$ cat src/rtl/core/indexed_list_store_core_macros.svh
// ----------------------------------------------------------------------------
// indexed_list_store_core_macros.svh
// Assertion macros used by the list store controller (ils_ctrl).
// ----------------------------------------------------------------------------
`ifndef INDEXED_LIST_STORE_CORE_MACROS_SVH
`define INDEXED_LIST_STORE_CORE_MACROS_SVH

// same-cycle implication, disabled during reset
`define ILS_ASSERT_IMPL(label, ante, cons) \
  label: assert property (@(posedge clk) disable iff (!rst_n) (ante) |-> (cons)) \
    else $error("list store check failed");

// next-cycle implication, disabled during reset
`define ILS_ASSERT_NEXT(label, ante, cons) \
  label: assert property (@(posedge clk) disable iff (!rst_n) (ante) |=> (cons)) \
    else $error("list store check failed");

`endif

$ cat src/rtl/core/ils_pkg.sv
// ----------------------------------------------------------------------------
// ils_pkg
// Operation and status codes, field widths and defaults for the list store.
// ----------------------------------------------------------------------------
package ils_pkg;

  localparam int OP_W   = 3;
  localparam int POS_W  = 8;
  localparam int WORD_W = 32;
  localparam int ST_W   = 2;
  localparam int FILL_W = 9;

  localparam int CAPACITY_DEF = 256;

  localparam logic [OP_W-1:0] OP_APPEND = 3'd0;
  localparam logic [OP_W-1:0] OP_SET    = 3'd1;
  localparam logic [OP_W-1:0] OP_GET    = 3'd2;
  localparam logic [OP_W-1:0] OP_REMOVE = 3'd3;
  localparam logic [OP_W-1:0] OP_CLEAR  = 3'd4;

  localparam logic [ST_W-1:0] ST_DONE      = 2'd0;
  localparam logic [ST_W-1:0] ST_BAD_INDEX = 2'd1;
  localparam logic [ST_W-1:0] ST_FULL      = 2'd2;

endpackage

$ cat src/rtl/core/ils_ctrl.sv
// ----------------------------------------------------------------------------
// ils_ctrl
// Request sequencer: fill count, pad and shift walks over the entry memory,
// result register toward the output channel.
// ----------------------------------------------------------------------------
`include "indexed_list_store_core_macros.svh"

module ils_ctrl #(
  parameter int CAPACITY = ils_pkg::CAPACITY_DEF,
  parameter int AW       = $clog2(ils_pkg::CAPACITY_DEF)
) (
  input  logic                       clk,
  input  logic                       rst_n,
  input  logic                       in_tvalid,
  output logic                       in_tready,
  input  logic [ils_pkg::OP_W-1:0]   in_op,
  input  logic [ils_pkg::POS_W-1:0]  in_pos,
  input  logic [ils_pkg::WORD_W-1:0] in_word,
  output logic                       out_tvalid,
  input  logic                       out_tready,
  output logic [ils_pkg::ST_W-1:0]   out_status,
  output logic [ils_pkg::WORD_W-1:0] out_word,
  output logic [ils_pkg::FILL_W-1:0] out_fill,
  output logic                       mem_we,
  output logic [AW-1:0]              mem_waddr,
  output logic [ils_pkg::WORD_W-1:0] mem_wdata,
  output logic [AW-1:0]              mem_raddr,
  input  logic [ils_pkg::WORD_W-1:0] mem_rdata
);

  localparam int CW = $clog2(CAPACITY + 1);
  localparam int XW = CW + ils_pkg::POS_W;

  localparam logic [2:0] S_IDLE  = 3'd0;
  localparam logic [2:0] S_PAD   = 3'd1;
  localparam logic [2:0] S_GET   = 3'd2;
  localparam logic [2:0] S_SHIFT = 3'd3;
  localparam logic [2:0] S_DONE  = 3'd4;

  logic [2:0]                  state_r, state_nxt;
  logic [CW-1:0]               count_r, count_nxt;
  logic [CW-1:0]               idx_r, idx_nxt;
  logic                        pend_r, pend_nxt;
  logic [AW-1:0]               pend_addr_r, pend_addr_nxt;
  logic [ils_pkg::POS_W-1:0]   pos_r, pos_nxt;
  logic [ils_pkg::WORD_W-1:0]  word_r, word_nxt;
  logic [ils_pkg::ST_W-1:0]    res_status_r, res_status_nxt;
  logic [ils_pkg::WORD_W-1:0]  res_word_r, res_word_nxt;
  logic                        out_valid_r, out_valid_nxt;
  logic [ils_pkg::ST_W-1:0]    out_status_r, out_status_nxt;
  logic [ils_pkg::WORD_W-1:0]  out_word_r, out_word_nxt;
  logic [ils_pkg::FILL_W-1:0]  out_fill_r, out_fill_nxt;

  logic [XW-1:0]   pos_x, posr_x, cnt_x, cap_x, waddr_x;
  logic [AW+7:0]   in_pos_a;
  logic [CW+8:0]   fill_x;
  logic            issue;
  logic            accept;

  assign pos_x    = XW'(in_pos);
  assign posr_x   = XW'(pos_r);
  assign cnt_x    = XW'(count_r);
  assign cap_x    = XW'(CAPACITY);
  assign waddr_x  = XW'(mem_waddr);
  assign in_pos_a = (AW + 8)'(in_pos);
  assign fill_x   = (CW + 9)'(count_r);
  assign issue    = (idx_r < count_r);

  assign in_tready = (state_r == S_IDLE);
  assign accept    = in_tvalid && in_tready;

  always_comb begin
    state_nxt      = state_r;
    count_nxt      = count_r;
    idx_nxt        = idx_r;
    pend_nxt       = 1'b0;
    pend_addr_nxt  = pend_addr_r;
    pos_nxt        = pos_r;
    word_nxt       = word_r;
    res_status_nxt = res_status_r;
    res_word_nxt   = res_word_r;
    out_valid_nxt  = out_valid_r && !out_tready;
    out_status_nxt = out_status_r;
    out_word_nxt   = out_word_r;
    out_fill_nxt   = out_fill_r;
    mem_we         = 1'b0;
    mem_waddr      = count_r[AW-1:0];
    mem_wdata      = '0;
    mem_raddr      = idx_r[AW-1:0];

    case (state_r)
      S_IDLE: begin
        mem_raddr = in_pos_a[AW-1:0];
        if (accept) begin
          pos_nxt        = in_pos;
          word_nxt       = in_word;
          res_status_nxt = ils_pkg::ST_DONE;
          res_word_nxt   = '0;
          state_nxt      = S_DONE;
          case (in_op)
            ils_pkg::OP_APPEND: begin
              if (cnt_x < cap_x) begin
                mem_we    = 1'b1;
                mem_waddr = count_r[AW-1:0];
                mem_wdata = in_word;
                count_nxt = CW'(count_r + 1'b1);
              end else begin
                res_status_nxt = ils_pkg::ST_FULL;
              end
            end
            ils_pkg::OP_SET: begin
              if (pos_x >= cap_x) begin
                res_status_nxt = ils_pkg::ST_FULL;
              end else if (pos_x < cnt_x) begin
                mem_we    = 1'b1;
                mem_waddr = in_pos_a[AW-1:0];
                mem_wdata = in_word;
              end else begin
                state_nxt = S_PAD;
              end
            end
            ils_pkg::OP_GET: begin
              if (pos_x < cnt_x) begin
                state_nxt = S_GET;
              end else begin
                res_status_nxt = ils_pkg::ST_BAD_INDEX;
              end
            end
            ils_pkg::OP_REMOVE: begin
              if (pos_x < cnt_x) begin
                idx_nxt   = CW'(pos_x + XW'(1));
                state_nxt = S_SHIFT;
              end else begin
                res_status_nxt = ils_pkg::ST_BAD_INDEX;
              end
            end
            ils_pkg::OP_CLEAR: begin
              count_nxt = '0;
            end
            default: begin
            end
          endcase
        end
      end
      S_PAD: begin
        // zero-fill up to the target entry, which takes the new word
        mem_we    = 1'b1;
        mem_waddr = count_r[AW-1:0];
        mem_wdata = (cnt_x == posr_x) ? word_r : '0;
        count_nxt = CW'(count_r + 1'b1);
        if (cnt_x == posr_x) begin
          state_nxt = S_DONE;
        end
      end
      S_GET: begin
        res_word_nxt = mem_rdata;
        state_nxt    = S_DONE;
      end
      S_SHIFT: begin
        // read entry i+1, then write it to entry i once the read data is registered
        mem_raddr     = idx_r[AW-1:0];
        pend_nxt      = issue;
        pend_addr_nxt = AW'(idx_r - 1'b1);
        if (issue) begin
          idx_nxt = CW'(idx_r + 1'b1);
        end
        if (pend_r) begin
          mem_we    = 1'b1;
          mem_waddr = pend_addr_r;
          mem_wdata = mem_rdata;
        end
        if (!issue && !pend_r) begin
          count_nxt = CW'(count_r - 1'b1);
          state_nxt = S_DONE;
        end
      end
      S_DONE: begin
        if (!out_valid_r || out_tready) begin
          out_valid_nxt  = 1'b1;
          out_status_nxt = res_status_r;
          out_word_nxt   = res_word_r;
          out_fill_nxt   = fill_x[ils_pkg::FILL_W-1:0];
          state_nxt      = S_IDLE;
        end
      end
      default: begin
        state_nxt = S_IDLE;
      end
    endcase
  end

  always_ff @(posedge clk) begin
    if (!rst_n) begin
      state_r     <= S_IDLE;
      count_r     <= '0;
      pend_r      <= 1'b0;
      out_valid_r <= 1'b0;
    end else begin
      state_r     <= state_nxt;
      count_r     <= count_nxt;
      pend_r      <= pend_nxt;
      out_valid_r <= out_valid_nxt;
    end
  end

  always_ff @(posedge clk) begin
    idx_r        <= idx_nxt;
    pend_addr_r  <= pend_addr_nxt;
    pos_r        <= pos_nxt;
    word_r       <= word_nxt;
    res_status_r <= res_status_nxt;
    res_word_r   <= res_word_nxt;
    out_status_r <= out_status_nxt;
    out_word_r   <= out_word_nxt;
    out_fill_r   <= out_fill_nxt;
  end

  assign out_tvalid = out_valid_r;
  assign out_status = out_status_r;
  assign out_word   = out_word_r;
  assign out_fill   = out_fill_r;

  `ILS_ASSERT_IMPL(a_count_bound, 1'b1, cnt_x <= cap_x)
  `ILS_ASSERT_IMPL(a_waddr_bound, mem_we, waddr_x < cap_x)
  `ILS_ASSERT_NEXT(a_accept_busy, accept, state_r != S_IDLE)
  `ILS_ASSERT_NEXT(a_get_done, state_r == S_GET, state_r == S_DONE)
  `ILS_ASSERT_IMPL(a_shift_pend, pend_r, state_r == S_SHIFT)

endmodule

$ cat config.mk
export PLATFORM = sky130hd
export DESIGN_NAME = ils_ctrl
export DESIGN_NICKNAME = d
export VERILOG_FILES = /design/src/rtl/core/ils_pkg.sv /design/src/rtl/core/ils_ctrl.sv
export VERILOG_INCLUDE_DIRS = /design/src /design/src/rtl/core
export SDC_FILE = /design/constraint.sdc
export NUM_CORES = 1
export LEC_CHECK = 0
export BUFFER_PORTS_ARGS = -buffer_cell sky130_fd_sc_hd__buf_4
export CAP_MARGIN = 20
export CORE_AREA = 3 3 130 132
export CTS_CLUSTER_DIAMETER = 120
export DETAILED_ROUTE_END_ITERATION = 10
export DIE_AREA = 0 0 133 135
export GPL_TIMING_DRIVEN = 1
export HOLD_SLACK_MARGIN = 0.1
export PLACE_DENSITY = 0.67
export SYNTH_ARGS = -nofsm -noshare
export SYNTH_HDL_FRONTEND = slang
export SYNTH_SLANG_ARGS = --single-unit
$ cat constraint.sdc
create_clock -name clk -period 16.2 [get_ports clk]
set_clock_uncertainty 0.05 [all_clocks]
set_input_delay 2.43 -clock clk [delete_from_list [all_inputs] [get_ports clk]]
set_output_delay 2.43 -clock clk [all_outputs]
set_load 0.01 [all_outputs]
After elaboration in Yosys (flattened, before gate mapping) --
Index checks and enable logic that the tools add are counted.
Word-level totals: bits in registers 148, latch bits 0, memory bits (writable) 0, memory bits (read-only) 0, bits of input ports 79, output and inout port bits 94, logic and storage cells 111, memories 0
Cells by class: add/sub/neg operators 5, multiply operators 0, div/mod/pow operators 0, magnitude comparators 4, equality and inequality tests 18, shifts and indexed selects 0, mux-type cells 50, bitwise operators 0, reduce and logical (&&, ||, !) cells 21
Operators with widths (count):
- $mux W32 | 7
- $pmux W32 S2 | 2
- $pmux W32 S3 | 1
- $mux W9 | 7
- $mux W8 | 6
- $pmux W9 S2 | 2
- $pmux W9 S3 | 1
- $mux W3 | 8
- $add A9 B1 Y9 const B | 2
- $pmux W8 S2 | 1
- $pmux W3 S5 | 1
- $eq A3 B2 Y1 const B | 4
- $reduce_and A5 Y1 | 2
- $add A8 B1 Y9 const B | 1
- $eq A9 B8 Y1 | 1
- $ge A8 B9 Y1 const B | 1
- $lt A8 B9 Y1 | 1
- $lt A9 B9 Y1 | 1
- $lt A9 B9 Y1 const B | 1
- $pmux W3 S3 | 1
- $sub A9 B1 Y9 const B | 1
- $mux W1 | 8
- $ne A2 B2 Y1 const B | 4
- $reduce_and A2 Y1 | 4
- 18 further kinds | 30

Longest topological paths before layout --
depth after elaboration 6, depth in mapped cells 12, depth with buffers taken out 9

Worst setup path before layout --
OpenSTA, ideal clock, no wires.
path kind input port to flip-flop, start point input out_tready, end point register out_fill_r (netlist bit out_fill[0]) (enable), arrival 6577 ps, slack 9022 ps, stages 2, path through nor2b_1 nor4_1
On the way: longest elaborated chain between the ends 2
Ends and longest elaborated chain:
- start: declaration | RTL line ils_ctrl.sv:20 | input logic out_tready,
- $logic_or A1 B1 Y1 | RTL line ils_ctrl.sv:178 | if (!out_valid_r || out_tready) begin
- $reduce_and A2 Y1 (no source line)
- end signal: assignment | RTL line ils_ctrl.sv:215 | out_fill_r <= out_fill_nxt;
- end: declaration | RTL line ils_ctrl.sv:52 | logic [ils_pkg::FILL_W-1:0] out_fill_r, out_fill_nxt;
No other way between the ends. A chain may end at the register's enable or synchronous reset.

Worst setup path in the final report --
start point input in_pos[3] (netlist bit), end point output mem_waddr[0]
On the way: longest elaborated chain between the ends 6, elaborated cells on any way between the ends 7, classes of those cells order compare (2); mux (5)
Ends and longest elaborated chain:
- start: declaration | RTL line ils_ctrl.sv:17 | input logic [ils_pkg::POS_W-1:0] in_pos,
- $lt A8 B9 Y1 | RTL line ils_ctrl.sv:114 | end else if (pos_x < cnt_x) begin
- $mux W8 | RTL line ils_ctrl.sv:114
- $mux W8 * | RTL line ils_ctrl.sv:112 | if (pos_x >= cap_x) begin
- $mux W8 *
- $mux W8 * | RTL line ils_ctrl.sv:94 | if (accept) begin
- $pmux W8 S2 * | RTL line ils_ctrl.sv:91 | case (state_r)
- end: declaration | RTL line ils_ctrl.sv:25 | output logic [AW-1:0] mem_waddr,
Every way passes the cells marked *; elsewhere a longest branch is shown, timed or not.

==> results.sh <==
export IMPL_status="finished clean"
export IMPL_grt_pass1_vias=5255
export IMPL_syn2layout_area_growth_pct=29.35
export IMPL_maxCapViolations=0
export IMPL_viasPerCell=5.676
export IMPL_power_density_nw_per_um2=121.6
export IMPL_numClockSinks=148
export IMPL_place_hpwl_um=13160
export IMPL_rsz0062_at_grt="no"
export IMPL_pre_cts_slack_ns=9.125
export IMPL_grt_ovfl_total=0
export IMPL_core_area_sq_um=15830
export IMPL_wire_per_inst_um=19.86
export IMPL_ys_seq_elements=148
export IMPL_cts_htree_levels=4
export IMPL_antenna_found_initial=0
export IMPL_fp_dieH_um=135
export IMPL_io_buffers=172
export IMPL_post_route_period_util=0.4366
export IMPL_synth_cell_types=57
export IMPL_clock_latency_ns=0.42
export IMPL_cp_required_ns=13.72
export IMPL_synth_seq_area_share=0.6111
export IMPL_hold_violations=0
export IMPL_yosysWarnings=0
export IMPL_yosysTopAreaCellShare=0.5713
export IMPL_relSlewSlack=0.3214
export IMPL_ctsResizeCount=0
export IMPL_nNetsFinal=812
export IMPL_yosys_most_used_dff="edfxtp_1"
export IMPL_async_reset_ff_frac=0
export IMPL_synthMuxAreaShare=0.02256
export IMPL_yosys_area_top_type="edfxtp_1"
export IMPL_startpoint_type="primary input"
export IMPL_synth_edf_count=134
export IMPL_cts_buffers=17
export IMPL_initial_core_util=0.4450
export IMPL_grt_pass1_wl_um=29040
export IMPL_synth_cells=548
export IMPL_ir_drop_mv=0.07308
export IMPL_drive_gt1_frac=0.3232
export IMPL_drtIter0Drc=465
export IMPL_met3_usage=0.06334
export IMPL_synthXorXnorAreaFrac=0.02860
export IMPL_setup_violations=0
export IMPL_p_leak_uw=0.003879
export IMPL_hp_class="flop to flop"
export IMPL_place_congestion=0.8821
export IMPL_num_rows=46
export IMPL_crit_path_start="in_pos[3]"
export IMPL_totalPowerFinal_uw=1108
export IMPL_synth_top_family_by_area="compound AO/OA/AOI/OAI gates"
export IMPL_use_met2=0.3347
export IMPL_grt_max_degree=50
export IMPL_min_from="res_word_r[20]"
export IMPL_synthAdderAreaFrac=0.03375
export IMPL_ant_nets=0
export IMPL_timing_critical_path_buf_inv=2
export IMPL_drtPass1Iterations=5
export IMPL_ys_top_cells_by_count="edfxtp_1, a21o_1, and2_1, a22o_1, nor2_1"
export IMPL_diodes=0
export IMPL_gr_usage_met1=0.2707
export IMPL_endpoint_kind="primary output"
export IMPL_yosysMostFrequentCell="edfxtp_1"
export IMPL_grt_usage=0.2087
export IMPL_hold_buffers=0
export IMPL_drc=0
export IMPL_synth_compound_area_frac=0.1583
export IMPL_critical_path_top_delay_family="compound AO/OA/AOI/OAI gates"
export IMPL_min_period_ns=7.072
export IMPL_worst_path_max_fanout=16
export IMPL_vias=5352
export IMPL_syn_cell_area_sq_um=7043
export IMPL_cts_path_max_buffers=2
export IMPL_cts_root_buf="clkbuf_16"
export IMPL_dieArea_sq_um=17960
export IMPL_drv_slew=0
export IMPL_post_cts_repair_setup_buffers=0
export IMPL_path_class="primary input to primary output"
export IMPL_die_x_um=133
export IMPL_synth_area_leaders="edfxtp_1, a22o_1, dfxtp_1, a21o_1, ha_1"
export IMPL_wl_um=18730
export IMPL_critPathSlowestCell="a211oi_2"
export IMPL_synth_area_per_cell_sq_um=12.85
export IMPL_critPathMaxStageDelay_ns=0.79
export IMPL_postLayoutCoreUtil=0.5756
export IMPL_tightest_slew_ns=1.018
export IMPL_crit_path_frequent_cell="buf_4"
export IMPL_worst_slack_ns=9.128
export IMPL_top_usage_layer="met2"
export IMPL_yosys_area_share_simple=0.1125
export IMPL_crit_chain="buf_4, ha_1, a21o_1, a21oi_1, o21ai_0, a211oi_2, a22oi_1, o31ai_1, buf_4"
export IMPL_rr_startpoint="state_r[2]"
export IMPL_setup_tns_ns=0
export IMPL_path_clk_slew_ns=0.06
export IMPL_crit_arrival_ns=4.59
export IMPL_io_pins=173
export IMPL_max_freq_mhz=141.4
export IMPL_syn_num_nets=646
export IMPL_cts_tree="yes"
layout by cell type, fill, tap and decap left out, types with 7 or more instances in the layout:
cell and n:
o21ai_0 13, xor2_1 15, buf_4 179, mux2_2 7
o31ai_1 9, a21oi_1 20, nor2_1 24, a22o_1 33
edfxtp_1 134, dfxtp_1 14, ha_1 19, xnor2_1 8
nor3_1 9, a21o_1 36, clkbuf_16 17, and2_1 33
nand3_1 16, mux2i_1 8, inv_1 17, a22oi_1 10
nand2_1 19
per-layer routing:
| metal | part of all wire | up-vias | wire length, um |
|---|---|---|---|
| met5 | 0 | - | 0 |
| met4 | 0.018 | 0 | 334 |
| met3 | 0.083 | 31 | 1555 |
| met2 | 0.49 | 249 | 9098 |
| met1 | 0.41 | 2640 | 7740 |
| li1 | - | 2432 | - |
worst paths after layout:
check	end	slack, ns	cells after the start
worst max-delay path	mem_waddr[0]	9.13	9
worst min-delay path	out_word[20]	0.37	0
worst max register to register	count_r[6]	12.61	6
worst min register to register	out_word[20]	0.37	0
power by group:
part	internal [uW]	leakage [uW]	switching, uW
Clock	215	0.000274	163
Sequential	500	0.00140	24.3
Combinational	88.8	0.00221	117
area by class of cell:
cell class / count / area, sq um
clock buffer: 17 / 425.4
clock inverter: 15 / 146.4
tap: 216 / 270.3
timing repair buffer: 180 / 1364
inverter: 19 / 71.32
multi-input combinational: 348 / 2529
fill: 1285 / 6718
sequential: 148 / 4304
metrics by stage:
step                hold WS, ns  area (sq um)  std cells
global placement         0.3505          8511        909
global route             0.3707          9110        943
detailed placement       0.3545          8511        909
floorplan                0.3503          7043        548
finish                   0.3658          9110        943
CTS                      0.3665          9082        941
cells by family after synthesis:
kind of cell,Yosys count
AOI/OAI and AO/OA,148
xor gates and xnor gates,23
adders and majority gates,19
buffers and inverters,52
DFF,148
muxes,15
and+or+nand+nor,143
registers in the layout (all words and copies together), names as in the netlist, 3 cells and up:
name         count
out_word        32
res_word_r      32
word_r          32
count_r          9
idx_r            9
out_fill         9
pend_addr_r      8
pos_r            8
state_r          3
No activity file was read; power rests on OpenSTA's default activity.
